`config.mk`:
```
export PLATFORM = sky130hd
export DESIGN_NAME = stmv_mul
export DESIGN_NICKNAME = d
export VERILOG_FILES = /design/src/rtl/stmv_pkg.sv /design/src/rtl/stmv_mul.sv
export SDC_FILE = /design/constraint.sdc
export NUM_CORES = 2
export LEC_CHECK = 0
export BUFFER_PORTS_ARGS = -buffer_cell sky130_fd_sc_hd__buf_2
export CAP_MARGIN = 20
export CORE_ASPECT_RATIO = 0.75
export CORE_MARGIN = 3
export CORE_UTILIZATION = 55
export CTS_CLUSTER_DIAMETER = 150
export DETAILED_ROUTE_END_ITERATION = 7
export HOLD_SLACK_MARGIN = 0.15
export PLACE_DENSITY_LB_ADDON = 0.12
export SLEW_MARGIN = 5
export SYNTH_ARGS = -nofsm -noshare
export SYNTH_HDL_FRONTEND = slang
export SYNTH_SLANG_ARGS = --single-unit
```
`constraint.sdc`:
```
create_clock -name clk -period 16.2 [get_ports clk]
set_input_delay 2.43 -clock clk [delete_from_list [all_inputs] [get_ports clk]]
set_output_delay 2.43 -clock clk [all_outputs]
set_load 0.02 [all_outputs]
```
`src/rtl/stmv_pkg.sv`:
```
package stmv_pkg;

  localparam int IDX_W      = 10;
  localparam int Q_W        = 32;
  localparam int IN_DATA_W  = 56;
  localparam int OUT_DATA_W = 48;

  // input tdata layout
  localparam int IN_ROW_LSB = 0;
  localparam int IN_COL_LSB = IDX_W;
  localparam int IN_VAL_LSB = 2 * IDX_W;

  // output tdata layout
  localparam int OUT_IDX_LSB = 0;
  localparam int OUT_VAL_LSB = IDX_W;
  localparam int OUT_SAT_BIT = IDX_W + Q_W;

  typedef logic signed [Q_W-1:0] q_t;
  typedef logic [IDX_W-1:0]      idx_t;
  typedef logic [1:0]            op_t;

  localparam op_t OP_LOAD_X = 2'd0;
  localparam op_t OP_LOAD_Y = 2'd1;
  localparam op_t OP_ENTRY  = 2'd2;
  localparam op_t OP_READ_Y = 2'd3;

  localparam logic KIND_READ = 1'b0;
  localparam logic KIND_DONE = 1'b1;

  localparam q_t Q_MAX = {1'b0, {(Q_W-1){1'b1}}};
  localparam q_t Q_MIN = {1'b1, {(Q_W-1){1'b0}}};

  typedef struct packed {
    q_t   q;
    logic hit;
  } sat_q_t;

endpackage

```
`src/rtl/stmv_mul.sv`:
```
module stmv_mul (
  input  logic            clk,
  input  stmv_pkg::q_t    a_i,
  input  stmv_pkg::q_t    b_i,
  output stmv_pkg::sat_q_t res_o
);
  import stmv_pkg::*;

  logic signed [2*Q_W-1:0] prod_nxt;
  logic signed [2*Q_W-1:0] prod_r;
  logic                    fits;

  assign prod_nxt = a_i * b_i;

  always_ff @(posedge clk) begin
    prod_r <= prod_nxt;
  end

  // floor(prod / 2^16) saturated to Q16.16
  assign fits = (&prod_r[2*Q_W-1:Q_W+15]) | ~(|prod_r[2*Q_W-1:Q_W+15]);

  always_comb begin
    if (fits) begin
      res_o.q   = prod_r[Q_W+15:16];
      res_o.hit = 1'b0;
    end else begin
      res_o.q   = prod_r[2*Q_W-1] ? Q_MIN : Q_MAX;
      res_o.hit = 1'b1;
    end
  end

endmodule

```
==> summary.md <==
Pin count of the biggest net entering global routing: 34. The final setup violation count is 0. In this run the core area contains 81 standard-cell rows.

At the worst endpoint, the required time is 16430 ps. The first-pass detailed-route iteration total was 5. The average wire length per cell after detail routing was 20.9 um; the initial detailed-routing violation count was 1904. The setup path with the least slack is of type input pin to flop. The ratio of final minimum period to clock period came out at 0.662.

Pin placement for this block handled 98 I/O pins. The proportion of netlist area held by the largest area contributor is 0.587. Maximum clock insertion buffer count: 2.

After synthesis the cells add up to 36800 sq um. The tools report the hold violation count in the final report as 0. The critical path starts at b_i[5]. Of all nets on the critical path, the largest fanout is 32. The utilization after layout is 0.577, and the number of hold buffers added after cts is 0. The maximum cell stage delay along the critical path works out to 870 ps. The layout cell share with drive strength beyond 1 works out to 0.0383. Maximum achievable frequency: 93.2 MHz. Clock tree synthesis selected as its root buffer the cell sky130_fd_sc_hd__clkbuf_16.

The run gives 0.0261 as the share of synthesized area occupied by flip-flops and latches. After synthesis, the cell types taking the most area are sky130_fd_sc_hd__fa_1 59%, sky130_fd_sc_hd__inv_1 9.8%, sky130_fd_sc_hd__and2_1 8.7%. After detailed routing, the number of remaining DRC violations is 0. The logs give 0 for the number of gates given a new drive strength after cts and 62 for the distinct cell type count of the synthesized netlist. The worst hold path passes through 2 cells. The run gives 5 as the number of buffers added by the clock tree synthesis step. Clock-pin slew was measured on the worst setup and hold paths at 70 ps. The first global-routing pass estimated 159 mm of wire.

The synthesized design contains 48 register bits. The routed design could run at a clock period as short as 10730 ps. STA classifies the critical path endpoint as a flop. Dividing the synthesized area by the synthesized cell count gives 9.52 sq um.

For the final routed database, the setup TNS stands at 0 ps. The largest registers in the layout are prod_r (48). The number of buffers added for setup after CTS came out at 0. The run finished with clean final reports.

Synthesis produced a netlist whose cell count is 3869. The remaining number of nets flagged by the antenna check after routing came out at 0. The worst setup path is launched from an input pin. Counting flops with a built-in enable in the synthesized netlist gives 0. The cell with the biggest individual delay on the critical path was sky130_fd_sc_hd__fa_1. The total overflow left after global routing is 0. The number of maximum-capacitance violations was 0. At the worst endpoint, the arrival time is 10960 ps.

The relative slew slack came out at 0.369. The finished layout holds 4655 standard cells, fillers aside. The min-delay analysis places its worst path in the category flop to output pin. The net count reported at finish came out at 5108. The tools report the post-synthesis net count as 5195.

Leaving out fill and tap cells, the most frequent cell in the layout is sky130_fd_sc_hd__fa_1. The run gives 0.560 as the starting density of the core. The routability congestion estimate is 0.906, and the number of placed instances with taps included is 4646. The initial antenna violation count was 3.

In the layout the commonest cells are 1081 x sky130_fd_sc_hd__fa_1, 961 x sky130_fd_sc_hd__inv_1, 513 x sky130_fd_sc_hd__nand2_1, 510 x sky130_fd_sc_hd__and2_1, 180 x sky130_fd_sc_hd__ha_1. The die span in y is 230 um. After detailed routing, the total wire length is 97.4 mm.

For the aggregate global-route resource usage, the log shows 0.296. The worst hold path terminates at res_o[17]. The Yosys step of the flow raised 0 warnings. The area growth from synthesis to layout is 2.94%. The vias after detailed routing is 24800, and the sum of net half-perimeters after detailed placement is 80.8 mm. The register with the most flip-flops in the layout has 48 of them. The floorplan step set the die width to 305 um. Setup repair after global routing left no endpoint under its margin. At the pin with the least slew margin, the transition time is 946 ps.

In this run the most critical hold path is launched from prod_r[32]. Input and output buffers added on the ports amount to 97. Share of flip-flops with an asynchronous set or reset after synthesis: 0.

The number of max-slew violations in the final report came out at 0. Among all flip-flop cells after synthesis, the most frequent one is sky130_fd_sc_hd__dfxtp_1. The die covers 70200 sq um. The most numerous cell type found on the critical path is sky130_fd_sc_hd__fa_1. Dividing the detail-routed via count by the number of cells gives 5.33. Number of global-route vias before repair: 26200. The largest total area in the synthesized netlist belongs to sky130_fd_sc_hd__fa_1. The H-tree was split into 2 levels.

The core region is 65800 sq um. prod_r holds more flip-flops than any other register. TritonCTS built the clock tree. For this design, the sink count on the clock tree is 48.
cell usage after synthesis (6+ instances only):
| master | instances |
|---|---|
| sky130_fd_sc_hd__nand2_1 | 513 |
| sky130_fd_sc_hd__and3_1 | 6 |
| sky130_fd_sc_hd__xor2_1 | 18 |
| sky130_fd_sc_hd__nand3_1 | 12 |
| sky130_fd_sc_hd__inv_1 | 961 |
| sky130_fd_sc_hd__clkbuf_1 | 204 |
| sky130_fd_sc_hd__dfxtp_1 | 48 |
| sky130_fd_sc_hd__o21bai_1 | 7 |
| sky130_fd_sc_hd__a21o_1 | 54 |
| sky130_fd_sc_hd__a21oi_1 | 51 |
| sky130_fd_sc_hd__o21ai_0 | 15 |
| sky130_fd_sc_hd__and2_1 | 510 |
| sky130_fd_sc_hd__fa_1 | 1081 |
| sky130_fd_sc_hd__ha_1 | 180 |
| sky130_fd_sc_hd__nand2b_1 | 13 |
| sky130_fd_sc_hd__nand4_1 | 17 |
| sky130_fd_sc_hd__nor2_1 | 45 |
| sky130_fd_sc_hd__o21ai_1 | 12 |
| sky130_fd_sc_hd__xnor2_1 | 46 |
| sky130_fd_sc_hd__nor3_1 | 7 |
per-stage QoR:
step	cell area, sq um	worst slack, ps	hold WS, ps
after floorplan	36800	6400	2900
after global placement	37800	5330	2960
after detailed placement	37800	5210	2950
after CTS	37900	5500	3240
after global routing	37900	5070	3300
final	37900	5470	3270
worst max path at each step:
stage                            end  slack [ps]  cells past startpoint
after global routing      prod_r[57]        5070                     24
after global placement    prod_r[57]        5330                     26
after floorplan           prod_r[57]        6400                     24
after CTS                 prod_r[57]        5500                     26
final                     prod_r[57]        5470                     26
after detailed placement  prod_r[57]        5210                     26
cells by family after synthesis:
group | share of synthesized area
compound gates | 0.0343
xor+xnor | 0.0152
flops | 0.0261
buf+inv | 0.120
simple gates | 0.156
fa+ha+maj | 0.648
routing by layer:
layer / wire length [um] / global-route usage / vias to the layer above
met5: 0 / 0 / -
met4: 536 / 0.0257 / 0
met3: 13000 / 0.0975 / 43
met2: 36600 / 0.374 / 1085
met1: 47200 / 0.501 / 12900
li1: - / - / 10800
critical path, delay by kind of cell:
kind | cells | cell delay, ps
AND/OR/NAND/NOR | 4 | 1210
XOR/XNOR | 1 | 130
adder cells (fa/ha/maj) | 9 | 4620
AO/OA/AOI/OAI | 4 | 790
buffers and inverters | 8 | 1720
final cells by class:
type                    instances  area, sq um
repair buffers                116          628
inverters                     962         3610
fillers                      5926        27800
clock buffers                   5          125
well taps                     871         1090
diodes                          2         5.00
clock inverters                 2         12.5
flip-flops and latches         48          961
multi-input cells            2649        31500
Power is left out: the tool's default activity adds up to more than one toggle a clock period on the data nets, which glitch-free logic cannot reach.
